==> config.mk <==
export PLATFORM = sky130hd
export DESIGN_NAME = fan_speed_calibrate_and_map
export DESIGN_NICKNAME = d
export VERILOG_FILES = /design/src/rtl/fscm_pkg.sv /design/src/rtl/fan_speed_calibrate_and_map.sv
export SDC_FILE = /design/constraint.sdc
export NUM_CORES = 1
export LEC_CHECK = 0
export ABC_AREA = 1
export BUFFER_PORTS_ARGS = -buffer_cell sky130_fd_sc_hd__buf_2
export CORE_MARGIN = 8
export CORE_UTILIZATION = 55
export DETAILED_ROUTE_END_ITERATION = 10
export PLACE_DENSITY_LB_ADDON = 0.1
export SLEW_MARGIN = 40
export SYNTH_ARGS = -nofsm -noshare
export SYNTH_HDL_FRONTEND = slang
export SYNTH_SLANG_ARGS = --single-unit
==> constraint.sdc <==
create_clock -name clk -period 5.92 [get_ports clk]
set_input_delay 1.184 -clock clk [delete_from_list [all_inputs] [get_ports clk]]
set_output_delay 1.184 -clock clk [all_outputs]
set_load 0.01 [all_outputs]
==> src/rtl/fscm_pkg.sv <==
`timescale 1ns / 1ps
`default_nettype none
// ----------------------------------------------------------------------------
// fscm_pkg
// Types and constants for the fan calibration and target mapping block.
// ----------------------------------------------------------------------------
package fscm_pkg;

  localparam logic [1:0] OP_START  = 2'd0;
  localparam logic [1:0] OP_SAMPLE = 2'd1;
  localparam logic [1:0] OP_TARGET = 2'd2;

  localparam logic [7:0]  FULL_PWM     = 8'h7f;
  localparam logic [15:0] STEP_RPM     = 16'd50;
  localparam logic [2:0]  STABLE_LIMIT = 3'd5;

  localparam logic PWM_REG_FORCE = 1'b0;
  localparam logic PWM_REG_START = 1'b1;

  // shared divider: 21-bit dividend (14-bit rpm times 127), 16-bit divisor
  localparam int DIV_W     = 21;
  localparam int DIV_CNT_W = 5;

  typedef struct packed {
    logic [1:0]  opcode;
    logic [15:0] tach_rpm;
    logic [15:0] target_word;
  } item_t;

  typedef struct packed {
    logic        pwm_write;
    logic        pwm_target_reg;
    logic [7:0]  pwm_value;
    logic [15:0] max_speed_word;
    logic [15:0] initial_speed_word;
    logic [15:0] min_speed_word;
    logic        targets_enabled;
    logic        busy_calibrating;
    logic        calibration_done;
  } result_t;

endpackage
`default_nettype wire

==> src/rtl/fan_speed_calibrate_and_map.sv <==
`timescale 1ns / 1ps
`default_nettype none
// ----------------------------------------------------------------------------
// fan_speed_calibrate_and_map
// Fan calibration run and fpe2 target to PWM slope mapping for one fan.
// ----------------------------------------------------------------------------
// Usage:
//   item channel   : opcode, tach_rpm, target_word; one transaction per item.
//   result channel : one result transaction per item, held in an output
//                    register until taken.
//   cfg channel    : saved PWM control byte, always ready.
// Timing: one item is in work at a time. Items that need no division go
//   straight from acceptance to the FINISH state, which loads their result;
//   the next item can be taken once that result is loaded. A calibration
//   start, the sample that ends a run and a mapped target use the shared
//   restoring divider, one quotient bit per cycle over 21 bits, then pass
//   through the APPLY and FINISH states.
//   item_ready returns at the same edge that loads the result.
// If the receiver stalls, the finished result waits in the output register
//   and the next item may already be taken; its own result then waits until
//   the register frees up.
// Reset clears all calibration state, the saved setting and the output
//   valid flag; the block is already ready when reset drops.
// ----------------------------------------------------------------------------
module fan_speed_calibrate_and_map (
  input  wire logic             clk,
  input  wire logic             rst,
  input  wire logic             item_valid,
  output logic                  item_ready,
  input  wire fscm_pkg::item_t  item,
  output logic                  result_valid,
  input  wire logic             result_ready,
  output fscm_pkg::result_t     result,
  input  wire logic             cfg_valid,
  output logic                  cfg_ready,
  input  wire logic [7:0]       cfg_data
);
  import fscm_pkg::*;

  typedef enum logic [1:0] {IDLE, DIVIDE, APPLY, FINISH} state_t;
  typedef enum logic [1:0] {JOB_INIT, JOB_MAX, JOB_SLOPE} job_t;

  state_t state;
  job_t   job;

  logic [7:0]  saved_pwm;
  logic [15:0] first_round;
  logic [15:0] last_rise;
  logic [15:0] top_speed;
  logic [2:0]  stable_count;
  logic        calibrating;
  logic        accept_targets;

  logic        pwm_write;
  logic        pwm_reg;
  logic [7:0]  pwm_value;
  logic        done;

  logic [15:0]          div_rem;
  logic [DIV_W-1:0]     div_quo;
  logic [15:0]          div_dsr;
  logic [DIV_CNT_W-1:0] div_cnt;

  // one restoring division step
  logic [16:0] rem_shift;
  logic [16:0] rem_diff;
  logic        fits;
  logic [15:0] div_rem_next;
  logic [DIV_W-1:0] div_quo_next;

  assign rem_shift    = {div_rem, div_quo[DIV_W-1]};
  assign rem_diff     = rem_shift - {1'b0, div_dsr};
  assign fits         = rem_shift >= {1'b0, div_dsr};
  assign div_rem_next = fits ? rem_diff[15:0] : rem_shift[15:0];
  assign div_quo_next = {div_quo[DIV_W-2:0], fits};

  // item decode
  logic [16:0] rise_limit;
  logic        stable;
  logic [2:0]  stable_count_next;
  logic [13:0] rpm;
  logic [DIV_W-1:0] rpm_x127;

  assign rise_limit        = {1'b0, item.tach_rpm} < ({1'b0, last_rise} + {1'b0, STEP_RPM})
                             ? 17'd1 : 17'd0;
  assign stable            = rise_limit[0];
  assign stable_count_next = stable ? stable_count + 3'd1 : stable_count;
  assign rpm               = item.target_word[15:2];
  assign rpm_x127          = {rpm, 7'b0} - {7'b0, rpm};

  // round-down results after a division by the step
  logic [15:0] top_round;
  logic        enable_targets;

  assign top_round      = top_speed - div_rem;
  assign enable_targets = {1'b0, top_round} > ({1'b0, first_round} + {1'b0, STEP_RPM});

  result_t result_next;
  always_comb begin
    result_next.pwm_write          = pwm_write;
    result_next.pwm_target_reg     = pwm_reg;
    result_next.pwm_value          = pwm_value;
    result_next.max_speed_word     = {top_speed[13:0], 2'b00};
    result_next.initial_speed_word = {first_round[13:0], 2'b00};
    result_next.min_speed_word     = accept_targets ? 16'd0 : {first_round[13:0], 2'b00};
    result_next.targets_enabled    = accept_targets;
    result_next.busy_calibrating   = calibrating;
    result_next.calibration_done   = done;
  end

  assign item_ready = (state == IDLE);
  assign cfg_ready  = 1'b1;

  always_ff @(posedge clk) begin
    if (rst) begin
      state          <= IDLE;
      job            <= JOB_INIT;
      saved_pwm      <= 8'd0;
      first_round    <= 16'd0;
      last_rise      <= 16'd0;
      top_speed      <= 16'd0;
      stable_count   <= 3'd0;
      calibrating    <= 1'b0;
      accept_targets <= 1'b0;
      result_valid   <= 1'b0;
    end else begin
      if (cfg_valid && cfg_ready) begin
        saved_pwm <= cfg_data;
      end
      // in FINISH the load below decides the flag
      if (result_valid && result_ready && (state != FINISH)) begin
        result_valid <= 1'b0;
      end

      unique case (state)
        IDLE: begin
          if (item_valid) begin
            pwm_write <= 1'b0;
            pwm_reg   <= PWM_REG_FORCE;
            pwm_value <= 8'd0;
            done      <= 1'b0;
            div_rem   <= 16'd0;
            div_cnt   <= DIV_CNT_W'(DIV_W - 1);
            state     <= FINISH;
            unique case (item.opcode)
              OP_START: begin
                top_speed      <= item.tach_rpm;
                last_rise      <= item.tach_rpm;
                stable_count   <= 3'd0;
                calibrating    <= 1'b1;
                accept_targets <= 1'b0;
                pwm_write      <= 1'b1;
                pwm_value      <= FULL_PWM;
                div_quo        <= DIV_W'(item.tach_rpm);
                div_dsr        <= STEP_RPM;
                job            <= JOB_INIT;
                state          <= DIVIDE;
              end
              OP_SAMPLE: begin
                if (calibrating) begin
                  top_speed    <= item.tach_rpm;
                  stable_count <= stable_count_next;
                  if (!stable) begin
                    last_rise <= item.tach_rpm;
                  end
                  if (stable_count_next >= STABLE_LIMIT) begin
                    // end of run: restore the setting, round the maximum
                    calibrating <= 1'b0;
                    done        <= 1'b1;
                    pwm_write   <= 1'b1;
                    pwm_value   <= saved_pwm;
                    div_quo     <= DIV_W'(item.tach_rpm);
                    div_dsr     <= STEP_RPM;
                    job         <= JOB_MAX;
                    state       <= DIVIDE;
                  end
                end
              end
              OP_TARGET: begin
                if (accept_targets && !calibrating && ({2'b00, rpm} <= top_speed)) begin
                  pwm_write <= 1'b1;
                  if (top_speed == 16'd0) begin
                    pwm_value <= saved_pwm;
                  end else begin
                    div_quo <= rpm_x127;
                    div_dsr <= top_speed;
                    job     <= JOB_SLOPE;
                    state   <= DIVIDE;
                  end
                end
              end
              default: begin
              end
            endcase
          end
        end

        DIVIDE: begin
          div_rem <= div_rem_next;
          div_quo <= div_quo_next;
          div_cnt <= div_cnt - DIV_CNT_W'(1);
          if (div_cnt == '0) begin
            state <= APPLY;
          end
        end

        APPLY: begin
          unique case (job)
            JOB_INIT: begin
              first_round <= top_round;
            end
            JOB_MAX: begin
              top_speed      <= top_round;
              accept_targets <= enable_targets;
            end
            JOB_SLOPE: begin
              if (div_quo[7:0] == 8'd0) begin
                pwm_reg   <= PWM_REG_FORCE;
                pwm_value <= saved_pwm;
              end else begin
                pwm_reg   <= PWM_REG_START;
                pwm_value <= div_quo[7:0];
              end
            end
            default: begin
            end
          endcase
          state <= FINISH;
        end

        FINISH: begin
          if (!result_valid || result_ready) begin
            result       <= result_next;
            result_valid <= 1'b1;
            state        <= IDLE;
          end
        end

        default: begin
          state <= IDLE;
        end
      endcase
    end
  end

  // targets are only taken once a run has finished
  a_accept_idle : assert property (@(posedge clk) disable iff (rst)
    accept_targets |-> !calibrating)
    else $error("targets accepted during a calibration run");

  a_stable_range : assert property (@(posedge clk) disable iff (rst)
    calibrating |-> (stable_count < STABLE_LIMIT))
    else $error("stable count reached limit while still calibrating");

  a_rem_bound : assert property (@(posedge clk) disable iff (rst)
    (state == DIVIDE) |-> (div_rem < div_dsr))
    else $error("divider remainder not below divisor");

  a_one_item : assert property (@(posedge clk) disable iff (rst)
    (item_valid && item_ready) |=> !item_ready)
    else $error("second item taken while one is in work");

  a_done_write : assert property (@(posedge clk) disable iff (rst)
    (result_valid && result.calibration_done) |->
      (result.pwm_write && !result.busy_calibrating &&
       (result.pwm_target_reg == PWM_REG_FORCE)))
    else $error("run end without restoring the saved setting");

endmodule
`default_nettype wire

* Yosys cells after proc, flatten, opt, wreduce, memory -nomap -nowiden
Index checks and enable logic that the tools add are counted.
** Storage, ports and cells
- Flip-flop bits (word level) :: 192
- Input bits :: 47
- Output and inout port bits :: 64
- Logic and storage cells :: 167
** Cells by class
- $add $sub $neg :: 7
- Magnitude comparators :: 5
- Equal/unequal tests :: 25
- Multiplexer cells :: 70
- Bitwise operators :: 1
- Reduce and logical (&&, ||, !) cells :: 31
** Operators by type and width (count)
- 2-to-1 mux 16 bit :: 11
- case mux 16 bit (2 select lines) :: 4
- 2-to-1 mux 21 bit :: 5
- case mux 21 bit (3 select lines) :: 1
- 2-to-1 mux 8 bit :: 7
- case mux 16 bit (3 select lines) :: 1
- case mux 21 bit (2 select lines) :: 1
- adder 16 x 6 -> 17 bit, second input constant :: 2
- subtractor 16 bit :: 2
- case mux 8 bit (3 select lines) :: 1
- 2-to-1 mux 2 bit :: 11
- subtractor 21 x 14 -> 21 bit :: 1
- inequality test 2 bit, second input constant :: 10
- greater-or-equal comparator 17 x 16 -> 1 bit :: 1
- greater-than comparator 16 x 17 -> 1 bit :: 1
- < comparator 16 x 17 -> 1 bit :: 1
- less-or-equal comparator 14 x 16 -> 1 bit :: 1
- logical NOT 16 bit :: 1
- case mux 8 bit (2 select lines) :: 1
- AND reduction 8 bit :: 2
- 2-to-1 mux 1 bit :: 15
- AND reduction 3 bit :: 5
- inequality test 3 bit, second input constant :: 4
- case mux 2 bit (3 select lines) :: 2
- other kinds (28) :: 48

* Depth between registers and ports, before layout
Gate-level depths: netlist of run 1.
- Depth after elaboration :: 10
- Mapped depth :: 22
- Depth with buffers taken out :: 22

* Worst setup path before layout of run 1
No wires, ideal clock.
- Kind :: in2reg
- Start point :: input rst
- End point :: register result[0] (netlist bit) (enable)
- Library setup time :: 0.535 ns
- Arrival time :: 5.401 ns
- Data required time :: 5.385 ns
- Slack :: -0.016 ns
- Stages on the path :: 3
- Buffers on the path :: 2
- Cells stage by stage :: clkbuf_1 > clkbuf_1 > nor3_1
** On the way
- Word-level cells in the longest chain between the ends :: 2
** RTL lines
- from (decl) :: RTL line fan_speed_calibrate_and_map.sv:27 : input wire logic rst,
- NOT 1 bit (no source line)
- AND reduction 3 bit (no source line)
- to (signal assigned) :: RTL line fan_speed_calibrate_and_map.sv:233 : result <= result_next;
- to (decl) :: RTL line fan_speed_calibrate_and_map.sv:33 : output fscm_pkg::result_t result,
Every way passes these cells.
A chain may end at the register's enable or synchronous reset.

* Final worst setup path of run 1
- Start point :: register last_rise[1]
- End point :: register div_dsr[6] (enable)
** On the way
- Word-level cells in the longest chain between the ends :: 7
** RTL lines
- from (decl) :: RTL line fan_speed_calibrate_and_map.sv:48 : logic [15:0] last_rise;
- from (signal assigned) :: RTL line fan_speed_calibrate_and_map.sv:148 : last_rise <= item.tach_rpm;
- from (signal assigned) :: RTL line fan_speed_calibrate_and_map.sv:164 : last_rise <= item.tach_rpm;
- adder 16 x 6 -> 17 bit :: RTL line fan_speed_calibrate_and_map.sv:84 : assign rise_limit = {1'b0, item.tach_rpm} < ({1'b0, last_rise} + {1'b0, STEP_RPM})
- < comparator 16 x 17 -> 1 bit :: RTL line fan_speed_calibrate_and_map.sv:84
- 2-to-1 mux 1 bit :: RTL line fan_speed_calibrate_and_map.sv:85 : ? 17'd1 : 17'd0;
- 2-to-1 mux 3 bit :: RTL line fan_speed_calibrate_and_map.sv:87 : assign stable_count_next = stable ? stable_count + 3'd1 : stable_count;
- greater-or-equal comparator 3 bit :: RTL line fan_speed_calibrate_and_map.sv:166 : if (stable_count_next >= STABLE_LIMIT) begin
- inequality test 2 bit (no source line)
- AND reduction 8 bit (no source line)
- to (signal assigned) :: RTL line fan_speed_calibrate_and_map.sv:186 : div_dsr <= top_speed;
- to (decl) :: RTL line fan_speed_calibrate_and_map.sv:61 : logic [15:0] div_dsr;
Every way passes these cells.

==> results.yml, run 1 <==
synth:
  yosysTopAreaCellShare: 0.320
  synth_edf_count: 124
  synth-seq-cells: 190
  avgSynthCellArea_sq_um: 8.37
  ys_seq_area_frac: 0.433
  postSynthCellCount: 1392
  ys.flop_type: "edfxtp_1"
  yosysTopAreaCell: "edfxtp_1"
  async_flop_share: 0
  yosys_warnings: 0
  synth_area_leaders: "edfxtp_1 (32%), dfxtp_1 (11%), ha_1 (10%)"
  yosysUniqueCellTypes: 55
  syn_area_sq_um: 11600
placement:
  gp_congestion: 0.929
  placedCellCount: 1738
  post_dp_cell_area_sq_um: 12400
  place_ws_ns: 2.16
  place_hpwl_mm: 21.8
  portBuffers: 101
floorplan:
  dieWidth_um: 162
  core_area_sq_um: 20900
  initial_core_util: 0.557
  die_area_sq_um: 26100
  die_h_um: 162
  rows: 53
  io_pins: 111
critical_path:
  startpoint_type: "register"
  required_ns: 5.99
  path_class: "register to register"
  timing.critical_path.buf_inv: 0
  critical_path.max_stage_delay_ns: 0.50
  r2r_end: "div_dsr[6]"
  crit_path_end_kind: "register"
  cp_cell_sequence: "ha_1 -> nand2_1 -> nand2_1 -> nand4_1 -> nor2_1 -> nand2_1 -> xor2_1 -> ha_1 -> nand3_1 -> nor3_1 -> nand2_1 -> nand2_2 -> nand2_2 -> nand2_1 -> nand2_2 -> nand2_4 -> nand2_4 -> nand2_4 -> nand3_4 -> nor2_4"
  crit_slowest_cell: "nor2_4"
  crit_cells: 20
  arrival_ns: 3.78
  path_delay_family: "simple AND/OR/NAND/NOR gates"
  cp-endpoint: "div_dsr[6]"
  path_max_fanout: 17
  reg2reg_depth: 20
  crit_top_cell: "nand2_1"
  r2r-start: "last_rise[1]"
  cp-startpoint: "last_rise[1]"
  r2r_slack_ns: 2.21
route:
  drc: 0
  first_pass_iters: 5
  first_iter_violations: 876
  wire_per_inst_um: 16.5
  num_vias: 9637
  vias_per_cell: 5.44
  drt-total-wl_mm: 29.3
  ant_nets: 0
timing:
  drv_slew: 0
  clock.fmax_ghz: 0.270
  min_period_over_period: 0.626
  fin_skew_ns: 0.0114
  setup-tns-final_ns: 0
  setup_viol: 0
  fin_crit_ns: 3.71
  tightest_slew_ns: 0.837
  slew_headroom: 0.442
  whs_ns: 0.424
  hold_violations: 0
  layout_setup_ws_ns: 2.21
  rsz0062_at_grt: "no"
clocking:
  clk_path_buf_depth: 2
  cts_buffers: 17
  cts_num_sinks: 190
  root_buffer: "clkbuf_16"
  cts.htree.levels: 4
  postCtsHoldBufs: 0
  clk_pin_slew_ns: 0.08
  cts_setup_buffers: 0
  cts_tree: "done"
  cts_resized: 0
  clk_latency_ns: 0.44
finish:
  largestRegisters: "result (55), div_quo (21)"
  regMostFlops: "result"
  syn2layout_area_growth_pct: 11.4
  fin_cells: 1770
  final_cell_mix: "nand2_1 (254), inv_1 (186), a21oi_1 (134)"
  finalInstanceArea_sq_um: 13000
  fin_nets: 1627
  final_layout_size_suffix_gt1_frac: 0.126
  final_common_cell: "nand2_1"
  largest_register_ffs: 55
  fill_cells: 1850
  finalCoreUtilization: 0.621
  diodes: 0
outcome:
  outcome: "completed"
power_and_ir_drop:
  p_per_area_nw_per_um2: 451
  leakage_nw: 5.85
  total_power_mw: 5.85
  ir_worst_vdd_mv: 0.279
global_routing:
  first_global_vias: 9215
  grtUsageTotal: 0.225
  overflow: 0
  antenna_found_initial: 0
  grt_pass1_wl_mm: 46.8
  grt_max_degree: 53
flow_run:
  max-cap-violations: 0
min_path:
  hp-class: "register to register"
power breakdown:
group | total, mW | internal, mW | switching (mW)
Sequential | 1.97 | 1.75 | 0.221
Combinational | 2.71 | 0.912 | 1.79
Clock | 1.17 | 0.606 | 0.565
cells by family (layout without fill, tap and decap cells):
logic type / Yosys count / count (layout) / share of synthesized area
DFF: 190 / 190 / 0.433
xor gates and xnor gates: 63 / 63 / 0.0474
other: 2 / 7 / 0.000645
AOI/OAI and AO/OA: 299 / 299 / 0.140
buffers and inverters: 245 / 343 / 0.0837
and+or+nand+nor: 495 / 495 / 0.188
adders and majority gates: 98 / 98 / 0.107
layer usage:
layer | routed length (um) | GRT usage | up-vias
met1 | 12800 | 0.285 | 4459
li1 | - | - | 4850
met3 | 1790 | 0.0456 | 52
met5 | 0 | 0 | -
met2 | 14000 | 0.377 | 276
met4 | 718 | 0.0728 | 0
worst min-delay path by stage:
stage | to | from | slack, ns | depth (start not counted)
6_report | result[53] | pwm_value[2] | 0.42 | 0
5_1_grt | result[53] | pwm_value[2] | 0.43 | 0
4_1_cts | result[54] | pwm_value[3] | 0.42 | 0
2_1_floorplan | result[0] | done | 0.40 | 0
3_5_place_dp | result[54] | pwm_value[3] | 0.40 | 0
3_3_place_gp | result[53] | pwm_value[2] | 0.40 | 0
final cells by class:
class                      instances  area (sq um)  share of cell area
multi-input combinational        962          5670               0.437
sequential                       190          5040               0.389
inverter                         204           766              0.0590
timing repair buffer             107           551              0.0424
clock buffer                      18           429              0.0331
tap                              275           344              0.0265
clock inverter                    14           171              0.0132
cells in the mapped netlist, types with 9 or more instances:
| cell | n |
|---|---|
| dfxtp_1 | 66 |
| xor2_1 | 45 |
| inv_1 | 187 |
| buf_4 | 9 |
| a21oi_1 | 134 |
| a31oi_1 | 10 |
| xnor2_1 | 18 |
| edfxtp_1 | 124 |
| nor2_1 | 125 |
| clkbuf_1 | 21 |
| inv_2 | 15 |
| nor3_1 | 21 |
| o21ai_1 | 44 |
| ha_1 | 96 |
| nand2_1 | 254 |
| o21ai_0 | 73 |
| nand3_1 | 38 |
| nand4_1 | 25 |
Note: power is estimated with default switching activity, not from simulation.
==> run 2, diff against run 1 <==
Settings changed: CORE_UTILIZATION 55 to 60.
Clock period 5.92 ns to 3.6 ns, I/O delays scaled along.
==> results.yml, run 2 (synthesis gave the netlist of run 1 again) <==
outcome:
  outcome: "completed"
placement:
  gp_congestion: 0.943
  place_ws_ns: 0.229
  post_dp_cell_area_sq_um: 12500
  portBuffers: 101
  place_hpwl_mm: 22.2
  placedCellCount: 1748
critical_path:
  arrival_ns: 3.53
  path_class: "register to register"
  cp_cell_sequence: "ha_4 -> nand2_1 -> nand2_2 -> nand4_1 -> nor2_2 -> nand2_1 -> xor2_1 -> ha_1 -> nand3_1 -> nor3_1 -> nand2_1 -> nand2_4 -> nand2_4 -> nand2_1 -> nand2_2 -> nand2_4 -> nand2_4 -> nand2_4 -> a21oi_1 -> nor3_4 -> buf_4 -> buf_12"
  crit_path_end_kind: "register"
  startpoint_type: "register"
  path_max_fanout: 11
  crit_top_cell: "nand2_4"
  required_ns: 3.76
  critical_path.max_stage_delay_ns: 0.38
  crit_slowest_cell: "dfxtp_4"
clocking:
  clk_pin_slew_ns: 0.08
  cts_tree: "done"
  cts_buffers: 17
  clk_path_buf_depth: 2
  postCtsHoldBufs: 0
  cts.htree.levels: 4
  clk_latency_ns: 0.45
  root_buffer: "clkbuf_16"
  cts_num_sinks: 190
timing:
  tightest_slew_ns: 0.860
  whs_ns: 0.420
  min_period_over_period: 0.936
  hold_violations: 0
  slew_headroom: 0.426
  rsz0062_at_grt: "no"
  setup-tns-final_ns: 0
  drv_slew: 0
  layout_setup_ws_ns: 0.230
  setup_viol: 0
  fin_crit_ns: 3.37
  clock.fmax_ghz: 0.297
  fin_skew_ns: 0.0155
global_routing:
  grt_max_degree: 53
  grtUsageTotal: 0.248
  overflow: 0
  first_global_vias: 9428
  grt_pass1_wl_mm: 47.3
  antenna_found_initial: 0
floorplan:
  dieWidth_um: 155
  core_area_sq_um: 19300
  die_h_um: 155
  io_pins: 111
  initial_core_util: 0.604
  rows: 51
  die_area_sq_um: 24100
finish:
  finalCoreUtilization: 0.688
  fin_cells: 1786
  finalInstanceArea_sq_um: 13300
  final_common_cell: "nand2_1"
  diodes: 0
  fin_nets: 1653
  syn2layout_area_growth_pct: 13.9
  final_layout_size_suffix_gt1_frac: 0.145
  final_cell_mix: "nand2_1 (252), inv_1 (187), a21oi_1 (133)"
  largestRegisters: "result (55), div_quo (21)"
  largest_register_ffs: 55
  regMostFlops: "result"
route:
  drt-total-wl_mm: 29.8
  first_pass_iters: 5
  num_vias: 9828
  vias_per_cell: 5.50
  drc: 0
  first_iter_violations: 711
  wire_per_inst_um: 16.7
  ant_nets: 0
power_and_ir_drop:
  ir_worst_vdd_mv: 0.450
  p_per_area_nw_per_um2: 752
  total_power_mw: 9.97
  leakage_nw: 5.99
flow_run:
  max-cap-violations: 0
min_path:
  hp-class: "register to register"
==> run 2: changes by cell type in the layout (fill, tap and decap cells not counted), moves of 2 or more <==
cell / previous run / this run
buf_12: 0 / 3
clkbuf_16: 17 / 19
clkinvlp_4: 1 / 3
buf_6: 0 / 2
dfxtp_1: 66 / 64
nand2_1: 254 / 252
buf_4: 6 / 26
nand2_4: 6 / 8
inv_6: 3 / 1
==> run 2: power breakdown <==
part | internal, mW | total, mW | switching (mW)
Sequential | 2.88 | 3.20 | 0.324
Clock | 0.970 | 1.90 | 0.926
Combinational | 1.75 | 4.87 | 3.12
==> run 2: worst paths after layout <==
kind	from	to	slack [ns]	depth (start not counted)
worst max-delay path	last_rise[1]	div_quo[19]	0.23	22
worst min register to register	done	result[0]	0.42	0
worst max register to register	last_rise[1]	div_quo[19]	0.23	22
worst min-delay path	done	result[0]	0.42	0
==> run 2: what timing repair did <==
action	in CTS	in global routing
buffers inserted	0	4
setup endpoints to repair	0	37
endpoints found under the hold margin	0	0
gates resized for setup	0	13
==> run 2: cell type report <==
| type | count | area (sq um) |
|---|---|---|
| clock buffers | 19 | 454 |
| clock inverters | 13 | 145 |
| fillers | 1655 | 6010 |
| inverters | 204 | 766 |
| multi-input cells | 962 | 5710 |
| flip-flops and latches | 190 | 5050 |
| well taps | 265 | 332 |
| repair buffers | 133 | 808 |
==> run 2: layer usage <==
| metal | global-route usage | routed length (um) | vias up |
|---|---|---|---|
| met5 | 0 | 0 | - |
| met4 | 0.0915 | 1010 | 0 |
| met3 | 0.0411 | 1880 | 63 |
| met2 | 0.419 | 14100 | 371 |
| met1 | 0.313 | 12800 | 4501 |
| li1 | - | - | 4893 |
==> run 2: worst max-delay path, delay by kind of cell, from the launching register on <==
family,cells,cell delay [ns]
simple gates,16,1.73
fa+ha+maj,2,0.43
flops,1,0.38
buf+inv,2,0.29
xor+xnor,1,0.15
compound gates,1,0.10
